--- config.mk ---
export PLATFORM = sky130hd
export DESIGN_NAME = utf8_validate_sanitize_flat
export DESIGN_NICKNAME = d
export VERILOG_FILES = /design/src/rtl/core/utf8vs_pkg.sv /design/src/rtl/core/utf8vs_in_if.sv /design/src/rtl/core/utf8vs_out_if.sv /design/src/rtl/core/utf8vs_decode.sv /design/src/rtl/core/utf8_validate_sanitize.sv /design/src/flat_wrapper.sv
export SDC_FILE = /design/constraint.sdc
export NUM_CORES = 1
export LEC_CHECK = 0
export CAP_MARGIN = 20
export CORE_MARGIN = 5
export CORE_UTILIZATION = 61
export CTS_CLUSTER_DIAMETER = 80
export DETAILED_ROUTE_END_ITERATION = 8
export DONT_BUFFER_PORTS = 1
export HOLD_SLACK_MARGIN = 0.08
export PLACE_DENSITY = 0.77
export SLEW_MARGIN = 20
export SYNTH_ARGS = -nofsm -noshare
export SYNTH_HDL_FRONTEND = slang
export SYNTH_SLANG_ARGS = --single-unit
--- constraint.sdc ---
create_clock -name clk -period 2.7 [get_ports clk]
set_input_delay 0.27 -clock clk [delete_from_list [all_inputs] [get_ports clk]]
set_output_delay 0.27 -clock clk [all_outputs]
set_load 0.01 [all_outputs]
--- src/rtl/core/utf8vs_pkg.sv ---
// Shared codes and types for the UTF-8 checker and sanitiser.
package utf8vs_pkg;

	// Decoder states
	localparam logic [3:0] ST_BAD   = 4'd0;
	localparam logic [3:0] ST_START = 4'd1;
	localparam logic [3:0] ST_C1    = 4'd2;
	localparam logic [3:0] ST_C2    = 4'd3;
	localparam logic [3:0] ST_C3    = 4'd4;
	localparam logic [3:0] ST_E0    = 4'd5;
	localparam logic [3:0] ST_F0    = 4'd6;
	localparam logic [3:0] ST_F4    = 4'd7;
	localparam logic [3:0] ST_ED    = 4'd8;

	// Kinds of result group caused by one input byte
	localparam logic [1:0] GRP_PASS = 2'd0;	// one beat, the byte itself
	localparam logic [1:0] GRP_REPL = 2'd1;	// three beats, U+FFFD
	localparam logic [1:0] GRP_DROP = 2'd2;	// one empty beat closing the message

	// U+FFFD encoded
	localparam logic [7:0] REPL_B0 = 8'hEF;
	localparam logic [7:0] REPL_B1 = 8'hBF;
	localparam logic [7:0] REPL_B2 = 8'hBD;

	typedef struct packed {
		logic [3:0] state;
		logic       in_bad_run;
		logic       seen_bad;
	} dec_regs_t;

	typedef struct packed {
		logic [1:0] kind;
		logic [7:0] data;
		logic       msg_end;
		logic       msg_valid;
	} grp_t;

	typedef struct packed {
		dec_regs_t regs;
		logic      emit;
		grp_t      grp;
	} dec_out_t;

endpackage

--- src/rtl/core/utf8vs_in_if.sv ---
// Input channel: one raw byte per beat.
interface utf8vs_in_if;
	logic       valid;
	logic       ready;
	logic [7:0] in_byte;
	logic       in_last;

	modport source (output valid, output in_byte, output in_last, input ready);
	modport sink (input valid, input in_byte, input in_last, output ready);
endinterface

--- src/rtl/core/utf8vs_out_if.sv ---
// Output channel: one sanitised result per beat.
interface utf8vs_out_if;
	logic       valid;
	logic       ready;
	logic [7:0] out_byte;
	logic       out_present;
	logic       run_last;
	logic       msg_end;
	logic       msg_valid;

	modport source (output valid, output out_byte, output out_present, output run_last,
		output msg_end, output msg_valid, input ready);
	modport sink (input valid, input out_byte, input out_present, input run_last,
		input msg_end, input msg_valid, output ready);
endinterface

--- src/rtl/core/utf8vs_decode.sv ---
// Next-state and result classification for one byte of the UTF-8 decoder.
module utf8vs_decode (
	input  logic                 [7:0] data,
	input  logic                       last,
	input  utf8vs_pkg::dec_regs_t      cur,
	output utf8vs_pkg::dec_out_t       res
);
	import utf8vs_pkg::*;

	function automatic logic [3:0] lead_state(input logic [7:0] c);
		logic [3:0] s;
		if (!c[7]) begin
			s = ST_START;
		end else if (c[7:5] == 3'b110) begin
			// C0 and C1 can only start overlong forms
			s = (c[7:1] == 7'b1100000) ? ST_BAD : ST_C1;
		end else if (c[7:4] == 4'hE) begin
			if (c == 8'hE0)      s = ST_E0;
			else if (c == 8'hED) s = ST_ED;
			else                 s = ST_C2;
		end else if (c[7:3] == 5'b11110) begin
			if (c == 8'hF0)       s = ST_F0;
			else if (c == 8'hF4)  s = ST_F4;
			else if (c >= 8'hF5)  s = ST_BAD;
			else                  s = ST_C3;
		end else begin
			s = ST_BAD;
		end
		return s;
	endfunction

	logic       cont;
	logic [3:0] nxt;
	logic       bad_run_n;
	logic       seen_bad_n;

	assign cont = (data[7:6] == 2'b10);

	always_comb begin
		unique case (cur.state)
			ST_C1:   nxt = cont ? ST_START : ST_BAD;
			ST_C2:   nxt = cont ? ST_C1 : ST_BAD;
			ST_C3:   nxt = cont ? ST_C2 : ST_BAD;
			ST_E0:   nxt = (cont && data[5]) ? ST_C1 : ST_BAD;
			ST_F0:   nxt = (cont && (data[5:4] != 2'b00)) ? ST_C2 : ST_BAD;
			ST_F4:   nxt = (cont && (data <= 8'h8F)) ? ST_C2 : ST_BAD;
			ST_ED:   nxt = (cont && !data[5]) ? ST_C1 : ST_BAD;
			default: nxt = lead_state(data);
		endcase
	end

	always_comb begin
		bad_run_n  = cur.in_bad_run;
		seen_bad_n = cur.seen_bad;
		res.emit   = 1'b0;
		res.grp.kind = GRP_PASS;
		res.grp.data = data;
		if (nxt != ST_BAD) begin
			bad_run_n = 1'b0;
			res.emit  = 1'b1;
		end else if (!cur.in_bad_run) begin
			// first byte of an invalid run
			bad_run_n    = 1'b1;
			seen_bad_n   = 1'b1;
			res.emit     = 1'b1;
			res.grp.kind = GRP_REPL;
		end else if (last) begin
			res.emit     = 1'b1;
			res.grp.kind = GRP_DROP;
		end
		res.grp.msg_end   = last;
		res.grp.msg_valid = last && !seen_bad_n && (nxt == ST_START);

		// message end returns everything to reset values
		if (last) begin
			res.regs.state      = ST_START;
			res.regs.in_bad_run = 1'b0;
			res.regs.seen_bad   = 1'b0;
		end else begin
			res.regs.state      = nxt;
			res.regs.in_bad_run = bad_run_n;
			res.regs.seen_bad   = seen_bad_n;
		end
	end

endmodule

--- src/rtl/core/utf8_validate_sanitize.sv ---
// Top level of the streaming UTF-8 checker and sanitiser.
//
// Bytes enter on in_ch, one per beat, and leave sanitised on out_ch. Each accepted
// byte is held in a one-entry input register, decoded there by a nine-state UTF-8
// checker (overlong forms, surrogates, values above U+10FFFF and bad continuation
// bytes are rejected) and its result group is loaded into an output register. A
// good byte gives one beat carrying it; the first byte of an invalid run gives three
// beats EF BF BD; further bytes of that run give nothing, except that a dropped
// final byte gives one beat with out_present low. run_last marks the last beat of
// each input byte, msg_end the last beat of the message, and msg_valid (on that
// beat) reports that the whole message was well formed and ended complete. A
// truncated trailing sequence has already been passed through and leaves
// msg_valid low. Throughput is one byte per cycle while out_ch is ready; the
// first byte of each invalid run occupies the output register for its three
// beats, which is what limits the rate, and the input register absorbs one
// further byte during that time. There is no configuration and no start-up sweep.
module utf8_validate_sanitize (
	input  logic         clk,
	input  logic         arst_n,
	utf8vs_in_if.sink    in_ch,
	utf8vs_out_if.source out_ch
);
	import utf8vs_pkg::*;

	// input register stage
	logic       valid_s1;
	logic [7:0] byte_s1;
	logic       last_s1;

	// decoder state
	dec_regs_t  dec_q;
	dec_out_t   dec_res;

	// output register stage: one result group, walked beat by beat
	logic       valid_s2;
	grp_t       grp_s2;
	logic [1:0] beat_q;

	logic       final_beat;
	logic       grp_done;
	logic       adv_s1;

	utf8vs_decode u_decode (
		.data (byte_s1),
		.last (last_s1),
		.cur  (dec_q),
		.res  (dec_res)
	);

	// last beat of the group in the output register
	assign final_beat = (grp_s2.kind != GRP_REPL) || (beat_q == 2'd2);
	assign grp_done   = valid_s2 && out_ch.ready && final_beat;
	// advance the input register into the output register once that is free
	assign adv_s1     = valid_s1 && (!valid_s2 || grp_done);
	assign in_ch.ready = !valid_s1 || adv_s1;

	always_ff @(posedge clk or negedge arst_n) begin
		if (!arst_n) begin
			valid_s1 <= 1'b0;
		end else if (in_ch.valid && in_ch.ready) begin
			valid_s1 <= 1'b1;
		end else if (adv_s1) begin
			valid_s1 <= 1'b0;
		end
	end

	always_ff @(posedge clk) begin
		if (in_ch.valid && in_ch.ready) begin
			byte_s1 <= in_ch.in_byte;
			last_s1 <= in_ch.in_last;
		end
	end

	// decoder state moves only when a byte leaves the input register
	always_ff @(posedge clk or negedge arst_n) begin
		if (!arst_n) begin
			dec_q.state      <= ST_START;
			dec_q.in_bad_run <= 1'b0;
			dec_q.seen_bad   <= 1'b0;
		end else if (adv_s1) begin
			dec_q <= dec_res.regs;
		end
	end

	always_ff @(posedge clk or negedge arst_n) begin
		if (!arst_n) begin
			valid_s2 <= 1'b0;
			beat_q   <= 2'd0;
		end else if (adv_s1) begin
			// a dropped byte inside a run loads nothing
			valid_s2 <= dec_res.emit;
			beat_q   <= 2'd0;
		end else if (grp_done) begin
			valid_s2 <= 1'b0;
			beat_q   <= 2'd0;
		end else if (valid_s2 && out_ch.ready) begin
			beat_q <= beat_q + 2'd1;
		end
	end

	always_ff @(posedge clk) begin
		if (adv_s1) begin
			grp_s2 <= dec_res.grp;
		end
	end

	// drive the output beat
	always_comb begin
		case (grp_s2.kind)
			GRP_PASS: begin
				out_ch.out_byte    = grp_s2.data;
				out_ch.out_present = 1'b1;
			end
			GRP_REPL: begin
				out_ch.out_present = 1'b1;
				case (beat_q)
					2'd0:    out_ch.out_byte = REPL_B0;
					2'd1:    out_ch.out_byte = REPL_B1;
					default: out_ch.out_byte = REPL_B2;
				endcase
			end
			default: begin
				out_ch.out_byte    = 8'h00;
				out_ch.out_present = 1'b0;
			end
		endcase
	end

	assign out_ch.valid     = valid_s2;
	assign out_ch.run_last  = final_beat;
	assign out_ch.msg_end   = final_beat && grp_s2.msg_end;
	assign out_ch.msg_valid = final_beat && grp_s2.msg_valid;

`ifndef SYNTH
	// beat counter only walks a replacement group
	a_beat_repl: assert property (@(posedge clk) disable iff (!arst_n)
		(beat_q != 2'd0) |-> (valid_s2 && grp_s2.kind == GRP_REPL))
		else $error("beat counter active outside a replacement group");

	// an open invalid run means the decoder sits in the bad state and has flagged it
	a_bad_run: assert property (@(posedge clk) disable iff (!arst_n)
		dec_q.in_bad_run |-> (dec_q.state == ST_BAD && dec_q.seen_bad))
		else $error("invalid run flag inconsistent with decoder state");

	// a well-formed message must end on a passed byte
	a_valid_end: assert property (@(posedge clk) disable iff (!arst_n)
		(out_ch.valid && out_ch.msg_valid) |-> (out_ch.out_present && grp_s2.kind == GRP_PASS))
		else $error("message reported valid on a non-passed beat");
`endif

endmodule

--- src/flat_wrapper.sv ---
// flat-port wrapper written by rule: the top's interface ports become plain ports
module utf8_validate_sanitize_flat import utf8vs_pkg::*;
  (clk, arst_n, in_ch_valid, in_ch_in_byte, in_ch_in_last, in_ch_ready, out_ch_valid, out_ch_out_byte, out_ch_out_present, out_ch_run_last, out_ch_msg_end, out_ch_msg_valid, out_ch_ready);
  utf8vs_in_if in_ch_i ();
  utf8vs_out_if out_ch_i ();
  input  logic clk;
  input  logic arst_n;
  input wire logic [$bits(in_ch_i.valid)-1:0] in_ch_valid;
  input wire logic [$bits(in_ch_i.in_byte)-1:0] in_ch_in_byte;
  input wire logic [$bits(in_ch_i.in_last)-1:0] in_ch_in_last;
  output wire logic [$bits(in_ch_i.ready)-1:0] in_ch_ready;
  output wire logic [$bits(out_ch_i.valid)-1:0] out_ch_valid;
  output wire logic [$bits(out_ch_i.out_byte)-1:0] out_ch_out_byte;
  output wire logic [$bits(out_ch_i.out_present)-1:0] out_ch_out_present;
  output wire logic [$bits(out_ch_i.run_last)-1:0] out_ch_run_last;
  output wire logic [$bits(out_ch_i.msg_end)-1:0] out_ch_msg_end;
  output wire logic [$bits(out_ch_i.msg_valid)-1:0] out_ch_msg_valid;
  input wire logic [$bits(out_ch_i.ready)-1:0] out_ch_ready;
  assign in_ch_i.valid = in_ch_valid;
  assign in_ch_i.in_byte = in_ch_in_byte;
  assign in_ch_i.in_last = in_ch_in_last;
  assign in_ch_ready = in_ch_i.ready;
  assign out_ch_valid = out_ch_i.valid;
  assign out_ch_out_byte = out_ch_i.out_byte;
  assign out_ch_out_present = out_ch_i.out_present;
  assign out_ch_run_last = out_ch_i.run_last;
  assign out_ch_msg_end = out_ch_i.msg_end;
  assign out_ch_msg_valid = out_ch_i.msg_valid;
  assign out_ch_i.ready = out_ch_ready;
  utf8_validate_sanitize u_core (.clk(clk), .arst_n(arst_n), .in_ch(in_ch_i), .out_ch(out_ch_i));
endmodule
==> flow_summary.toml, run 1 <==
[status]
status = "complete, no violations"

[routing]
drc = 0
drt-initial-drc-count = 23
ant_nets = 0
via_per_inst = 5.77
num_vias = 1022
dr.pass1.iters = 4
wire_per_inst_um = 15.1
finalWirelength_um = 2670

[logic_synthesis]
syn_nets = 148
yosysWarningCount = 0
seq_area_frac_synth = 0.573
synthArstFlopShare = 0.323
syn_area_per_cell_um2 = 11.7
ys_seq_elements = 31
syn_inst = 132
synth_edf_count = 21
synthFlopType = "edfxtp_1"
synth.distinct_cells = 46
syn-cell-area_mm2 = 0.00154

[pwr]
ir_drop_uv = 591
powerDensity_mw_per_mm2 = 869
power.leakage_uw = 0.000645
p_total_uw = 1490

[timing]
max_freq_mhz = 446
hold_violations = 0
post-route-period-util = 0.831
finalMaxSlewViolations = 0
relSlewSlack = 0.687
clock_skew_ps = 3.76
rsz0062_at_grt = "no"
worstMarginPinSlew_ps = 469
setup_tns_ps = 0
setup_viol = 0
period_needed_ps = 2240

[global_route]
grt_pass1_vias = 977
grt_max_degree = 15
grtUsageTotal = 0.167
grt-ovfl-total = 0
grt_pass1_wl_um = 4250
antenna_found_initial = 0

[die]
row_count = 18
die-area_mm2 = 0.00363
start_util = 0.627
die_h_um = 60.3
die_w_um = 60.3
io_pins = 27
core_region_area_mm2 = 0.00245

[cts]
clk_latency_ps = 320
cts_sinks = 31
h-tree-depth = 2
cts-hold-fix-buffers = 11
cts_resized = 0
clockBufferDepth = 2
path_clk_slew_ps = 90
cts_tree = "built"
cts_setup_buffers = 0
cts_root_buf = "clkbuf_4"
numCtsBuffers = 5

[layout]
antenna_cells = 0
nFillCells = 169
multi_input_area_um2 = 613
nets = 162
seq_area_um2 = 882
final_cell_mix = "nor2_1 (21), edfxtp_1 (21), dlygate4sd3_1 (11), dfrtp_1 (9), inv_1 (6)"
drive_gt1_frac = 0.136
areaGrowthSynthToFinish_pct = 11.5

[worst_setup_path]
critical_path.endpoint_type = "register"
crit_buf_inv = 2
critPathLaunchType = "register"
critPathMaxStageDelay_ps = 430
path_class = "reg2reg"
cp_slowest_cell = "inv_1"
cp.required_ps = 2920
path_delay_family = "simple AND/OR/NAND/NOR gates"
path_cells = "inv_1 > ha_1 > nor2_1 > nand2_1 > a21boi_1 > nand2b_1 > inv_1 > nand2_1 > a22o_1"
worstPathMaxFanout = 14
arrival_ps = 2470

[min_path]
hold_class = "in2reg"

[place]
gp_congestion = 0.808
place_hpwl_um = 1870
io_buffers = 0

[run]
drv_cap = 0
[synth_stat cells (all sizes together) (2+ instances only)]
cell type / instances / area [µm²]
a21oi: 4 / 20.0
a22o: 5 / 45.0
and2: 3 / 18.8
buf: 3 / 15.0
dfrtp: 9 / 225
edfxtp: 21 / 631
ha: 3 / 37.5
inv: 6 / 22.5
mux2: 2 / 22.5
nand2: 5 / 18.8
nand2b: 5 / 31.3
nand3: 4 / 20.0
nor2: 21 / 78.8
nor3: 6 / 52.6
nor4: 2 / 12.5
o21ai: 3 / 15.0
o22ai: 2 / 12.5
or2: 2 / 12.5
or4: 2 / 18.8
[worst reg2reg max path, cell delays in order, from the launching register on]
cell,delay [ps]
dfrtp_1,420
inv_1,110
ha_1,150
nor2_1,30
nand2_1,210
a21boi_1,150
nand2b_1,300
inv_1,430
nand2_1,100
a22o_1,240
[kinds of logic (layout without fill, tap and decap cells)]
kind of cell / Yosys count / in the layout / synth area share
flops: 31 / 31 / 0.573
mux: 3 / 3 / 0.0211
simple gates: 59 / 59 / 0.219
compound gates: 25 / 25 / 0.127
fa+ha+maj: 4 / 4 / 0.0309
buf+inv: 10 / 25 / 0.0292
[layer usage]
metal,up-vias,wire [µm],track usage
met3,8,170,0.0497
met2,31,1230,0.252
met1,463,1190,0.203
met4,0,74,0.114
li1,520,-,-
met5,-,0,0
[cell type report]
| cell class | instances | area share |
|---|---|---|
| clock buffer | 5 | 0.0218 |
| clock inverter | 3 | 0.00874 |
| inverter | 6 | 0.0131 |
| multi-input combinational | 91 | 0.357 |
| sequential | 31 | 0.513 |
| tap | 30 | 0.0218 |
| timing repair buffer | 11 | 0.0641 |
[per-stage QoR]
stage | utilization | cell area (µm²) | setup slack [ps] | hold WS, ps | instances
floorplan | - | 1540 | 734 | -25.6 | 132
global placement | 0.634 | 1560 | 555 | -25.4 | 158
detailed placement | 0.634 | 1560 | 446 | -25.4 | 158
CTS | 0.700 | 1720 | 442 | 82.9 | 177
global route | 0.700 | 1720 | 177 | 89.9 | 177
finish | 0.700 | 1720 | 456 | 95.7 | 177
[sequential cells by signal, summed over array words and instances (netlist names)]
signal	count
u_core.beat_q	2
u_core.last_s1	1
u_core.dec_q	6
u_core.out_ch.valid	1
u_core.valid_s1	1
u_core.grp_s2	12
u_core.byte_s1	8
[worst paths after layout]
check	from	to	slack (ps)	cells past startpoint
max	u_core.beat_q[0]	u_core.dec_q[0]	460	9
min	out_ch_ready	u_core.beat_q[1]	100	2
max reg2reg	u_core.beat_q[0]	u_core.dec_q[0]	460	9
min reg2reg	u_core.byte_s1[7]	u_core.grp_s2[9]	500	0
max in group asynchronous	arst_n	u_core.dec_q[2]	2040	1
min in group asynchronous	arst_n	u_core.beat_q[1]	320	1
[where the power goes]
part	internal, µW	leakage (µW)	switching [µW]	total, µW
logic	189	0.000284	277	466
clock network	96.6	0.0000347	150	246
registers	658	0.000326	122	780
Note: power is estimated with default switching activity, not from simulation.
==> inputs of run 2 (changes only) <==
--- a/config.mk
+++ b/config.mk
@@ -7,12 +7,12 @@
 export LEC_CHECK = 0
 export CAP_MARGIN = 20
 export CORE_MARGIN = 5
-export CORE_UTILIZATION = 61
+export CORE_UTILIZATION = 55
 export CTS_CLUSTER_DIAMETER = 80
 export DETAILED_ROUTE_END_ITERATION = 8
 export DONT_BUFFER_PORTS = 1
 export HOLD_SLACK_MARGIN = 0.08
-export PLACE_DENSITY = 0.77
+export PLACE_DENSITY = 0.73
 export SLEW_MARGIN = 20
 export SYNTH_ARGS = -nofsm -noshare
 export SYNTH_HDL_FRONTEND = slang
==> constraint.sdc (replaced) <==
create_clock -name clk -period 1.8 [get_ports clk]
set_input_delay 0.18 -clock clk [delete_from_list [all_inputs] [get_ports clk]]
set_output_delay 0.18 -clock clk [all_outputs]
set_load 0.01 [all_outputs]
==> flow_summary.toml, run 2 (synthesis results as in run 1) <==
[min_path]
hold_class = "in2reg"
hold_depth = 3
min_to = "u_core.beat_q[0]"
hp-start = "out_ch_ready"

[layout]
drive_gt1_frac = 0.376
final_common_cell = "buf_4"
top_register = "u_core.grp_s2"
antenna_cells = 0
nets = 196
utilization = 0.786
final_cell_mix = "buf_4 (28), edfxtp_1 (21), nor2_1 (20), dlygate4sd3_1 (12), dfrtp_1 (9)"
final_cell_area_mm2 = 0.00213
largest_register_ffs = 12
areaGrowthSynthToFinish_pct = 38.3
finalNonFillerCells = 212
top_regs = "u_core.grp_s2 x12, u_core.byte_s1 x8, u_core.dec_q x6"

[global_route]
grt_pass1_vias = 1229
antenna_found_initial = 0
grt-ovfl-total = 0
grt_busiest_layer = "met2"
grt_max_degree = 15
use_met2 = 0.312
grtUsageTotal = 0.194
grt_pass1_wl_um = 5970
met1_usage = 0.226
grt_use_met3 = 0.0647

[die]
die-area_mm2 = 0.00396
start_util = 0.568
die_w_um = 62.9
row_count = 19
core_region_area_mm2 = 0.00271
die_h_um = 62.9
io_pins = 27

[worst_setup_path]
arrival_ps = 2240
cp.required_ps = 1940
worstPathMaxFanout = 3
r2r_slack_ps = -300
path_cells = "or4_4 > a211oi_2 > nor3_2 > a21o_4 > nor4_1"
path_class = "reg2reg"
path_delay_family = "simple AND/OR/NAND/NOR gates"
reg2reg_from = "u_core.byte_s1[0]"
critPathMaxStageDelay_ps = 560
critical_path.endpoint_type = "register"
cp_slowest_cell = "or4_4"
reg2reg_depth = 5
critPathLaunchType = "register"
crit_buf_inv = 0
r2r-end = "u_core.grp_s2[10]"

[cts]
cts_root_buf = "clkbuf_4"
cts_sinks = 31
path_clk_slew_ps = 100
numCtsBuffers = 5
h-tree-depth = 2
clk_latency_ps = 350
clockBufferDepth = 2
cts_tree = "built"

[status]
violations = "negative setup slack"
status = "finished, violations left"

[place]
dp_cells = 188
gp_congestion = 0.878
dp_slack_ps = -178
postPlaceCellArea_mm2 = 0.00180
place_hpwl_um = 2400
io_buffers = 0

[timing]
setup_viol = 8
rsz0062_at_grt = "yes"
fin_ws_ps = -298
hold_violations = 0
max_freq_mhz = 477
worstMarginPinSlew_ps = 490
post-route-period-util = 1.17
clock_skew_ps = 11.3
relSlewSlack = 0.672
fin_hold_ws_ps = 125
period_needed_ps = 2100
finalMaxSlewViolations = 0

[routing]
via_per_inst = 5.93
ant_nets = 0
num_vias = 1258
drt-initial-drc-count = 70
dr.pass1.iters = 4
finalWirelength_um = 4050
drc = 0
wire_per_inst_um = 19.1

[pwr]
powerDensity_mw_per_mm2 = 1380
power.leakage_uw = 0.000850
ir_drop_uv = 1190

[run]
drv_cap = 0
## run 2: worst max-delay path by stage
stage	endpoint	start	depth (start not counted)	slack, ps
global route	u_core.grp_s2[10]	u_core.byte_s1[0]	5	-360
detailed placement	u_core.grp_s2[11]	u_core.byte_s1[0]	6	-180
global placement	u_core.grp_s2[11]	u_core.byte_s1[0]	6	-120
finish	u_core.grp_s2[10]	u_core.byte_s1[0]	5	-300
CTS	u_core.grp_s2[11]	u_core.byte_s1[0]	6	-170
floorplan	u_core.grp_s2[11]	u_core.byte_s1[5]	6	-80
## run 2: worst reg2reg max path, stage by stage, from the launching register on
cell and delay, ps:
edfxtp_1 430, or4_4 560, a211oi_2 280, nor3_2 90, a21o_4 210, nor4_1 320
## run 2: per-layer routing
layer,up-vias,wire (µm)
met3,16,280
met4,0,144
li1,581,-
met2,62,2070
met5,-,0
met1,599,1550
## run 2: through the flow
stage	power (µW)	TNS, ps
2_1_floorplan	1770	-82.5
4_1_cts	2760	-900
5_1_grt	3100	-2140
6_report	2930	-1640
3_3_place_gp	2090	-509
3_5_place_dp	2130	-945
## run 2: what timing repair did
item / in CTS / in global routing
setup endpoints to repair: 10 / 23
setup buffers: 2 / 3
resized for setup: 6 / 13
pin swaps: 3 / 7
hold buffers: 12 / 0
endpoints found under the hold margin: 21 / 0
## run 2: power breakdown
| part | leakage [µW] | internal, µW | switching, µW |
|---|---|---|---|
| registers | 0.000326 | 979 | 121 |
| logic | 0.000476 | 590 | 672 |
| clock network | 0.0000482 | 328 | 241 |
## run 2: cell type report
class                      count  area [µm²]
inverter                       6        26.3
clock buffer                   6        51.3
tap                           31        38.8
sequential                    31         882
clock inverter                 2        35.0
multi-input combinational     91         702
timing repair buffer          45         395
fill                         162         579
==> inputs of run 3 (changes only) <==
==> constraint.sdc (replaced) <==
create_clock -name clk -period 1.8 [get_ports clk]
set_input_delay 0.27 -clock clk [delete_from_list [all_inputs] [get_ports clk]]
set_output_delay 0.27 -clock clk [all_outputs]
set_load 0.01 [all_outputs]
==> flow_summary.toml, run 3 (synthesis results as in run 1) <==
[routing]
dr.pass1.iters = 4
finalWirelength_um = 3860
num_vias = 1251
via_per_inst = 5.90
drt-initial-drc-count = 59
wire_per_inst_um = 18.2
drc = 0
ant_nets = 0

[pwr]
ir_drop_uv = 1300
p_clk_frac = 0.195
p_total_uw = 2920
powerDensity_mw_per_mm2 = 1370
power.switching_uw = 1020
combPwrFrac = 0.431
power.leakage_uw = 0.000852
p_seq_frac = 0.374
intPower_uw = 1910
swShare = 0.348

[global_route]
grt_max_degree = 15
grt-ovfl-total = 0
antenna_found_initial = 0
grt_pass1_wl_um = 5970
grt_pass1_vias = 1246
grtUsageTotal = 0.195

[die]
start_util = 0.568
die_w_um = 62.9
io_pins = 27
core_region_area_mm2 = 0.00271
die-area_mm2 = 0.00396
row_count = 19
die_h_um = 62.9

[worst_setup_path]
cp_slowest_cell = "or4_4"
critPathLaunchType = "register"
path_cells = "or4_4 > a211oi_2 > nor3_2 > a21o_4 > buf_4 > nor3_2"
critPathMaxStageDelay_ps = 560
worstPathMaxFanout = 3
cp.required_ps = 1970
path_delay_family = "simple AND/OR/NAND/NOR gates"
crit_buf_inv = 1
critical_path.endpoint_type = "register"
arrival_ps = 2290
path_class = "reg2reg"
crit_top_cell = "nor3_2"

[timing]
hold_violations = 0
period_needed_ps = 2110
max_freq_mhz = 473
post-route-period-util = 1.17
worstMarginPinSlew_ps = 475
setup_tns_ps = -1910
relSlewSlack = 0.683
fin_ws_ps = -312
rsz0062_at_grt = "yes"
fin_hold_ws_ps = 153
setup_viol = 10
finalMaxSlewViolations = 0
clock_skew_ps = 13.7

[layout]
drive_gt1_frac = 0.392
areaGrowthSynthToFinish_pct = 38.3
final_cell_mix = "buf_4 (30), edfxtp_1 (21), nor2_1 (19), dlygate4sd3_1 (12), dfrtp_1 (9)"
nets = 196
largest_register_ffs = 12
top_register = "u_core.grp_s2"
multi_input_area_um2 = 708
top_regs = "u_core.grp_s2 x12, u_core.byte_s1 x8, u_core.dec_q x6"
seq_area_um2 = 882
nFillCells = 173
utilization = 0.786
final_common_cell = "buf_4"
antenna_cells = 0

[cts]
cts_root_buf = "clkbuf_4"
cts_sinks = 31
cts_tree = "built"
clockBufferDepth = 2
h-tree-depth = 2
numCtsBuffers = 5
clk_latency_ps = 340
path_clk_slew_ps = 100

[place]
place_hpwl_um = 2400
io_buffers = 0
gp_congestion = 0.878

[status]
violations = "negative setup slack"
status = "finished, violations left"

[run]
drv_cap = 0

[min_path]
hold_class = "in2reg"
-- run 3: cell counts in the layout (fill, tap and decap cells not counted) --
Identical to the previous run, type by type.
-- run 3: timing repair --
item	CTS	global route
hold endpoints to repair	21	0
endpoints found under the setup margin	11	27
hold buffers	12	0
buffers inserted	3	1
gates cloned	0	0
pin swaps	6	5
gates resized for setup	9	11
-- run 3: power by group through the flow --
stage,logic (µW),registers [µW],clock network [µW]
floorplan,671,1100,0
global placement,1000,1090,0
detailed placement,1040,1090,0
CTS,1130,1080,572
global route,1370,1110,628
finish,1260,1090,569
-- run 3: layout make-up --
cell class | count | area share
clock inverter | 2 | 0.0165
clock buffer | 6 | 0.0241
inverter | 6 | 0.0123
multi-input combinational | 91 | 0.333
sequential | 31 | 0.414
timing repair buffer | 45 | 0.182
tap | 31 | 0.0182
-- run 3: path summary, 6_finish.rpt --
check                      cells after the start                to  slack [ps]              start
max                                            6  u_core.grp_s2[0]        -310  u_core.byte_s1[0]
max in group asynchronous                      1   u_core.dec_q[2]        1130             arst_n
min reg2reg                                    1   u_core.dec_q[0]         550    u_core.dec_q[0]
min in group asynchronous                      1  u_core.beat_q[0]         310             arst_n
min                                            2  u_core.beat_q[1]         150       out_ch_ready
max reg2reg                                    6  u_core.grp_s2[0]        -310  u_core.byte_s1[0]
-- run 3: per-layer routing --
metal | GRT usage | up-vias | wire, µm
li1 | - | 584 | -
met1 | 0.222 | 609 | 1480
met2 | 0.314 | 48 | 2000
met3 | 0.0665 | 10 | 279
met4 | 0.111 | 0 | 100
met5 | 0 | - | 0
-- run 3: per-stage QoR --
stage / std cells / setup WS [ps] / area (µm²)
6_report: 212 / -312 / 2130
4_1_cts: 211 / -171 / 2060
5_1_grt: 212 / -322 / 2130
3_5_place_dp: 188 / -178 / 1800
3_3_place_gp: 188 / -116 / 1800
2_1_floorplan: 132 / -78.8 / 1570
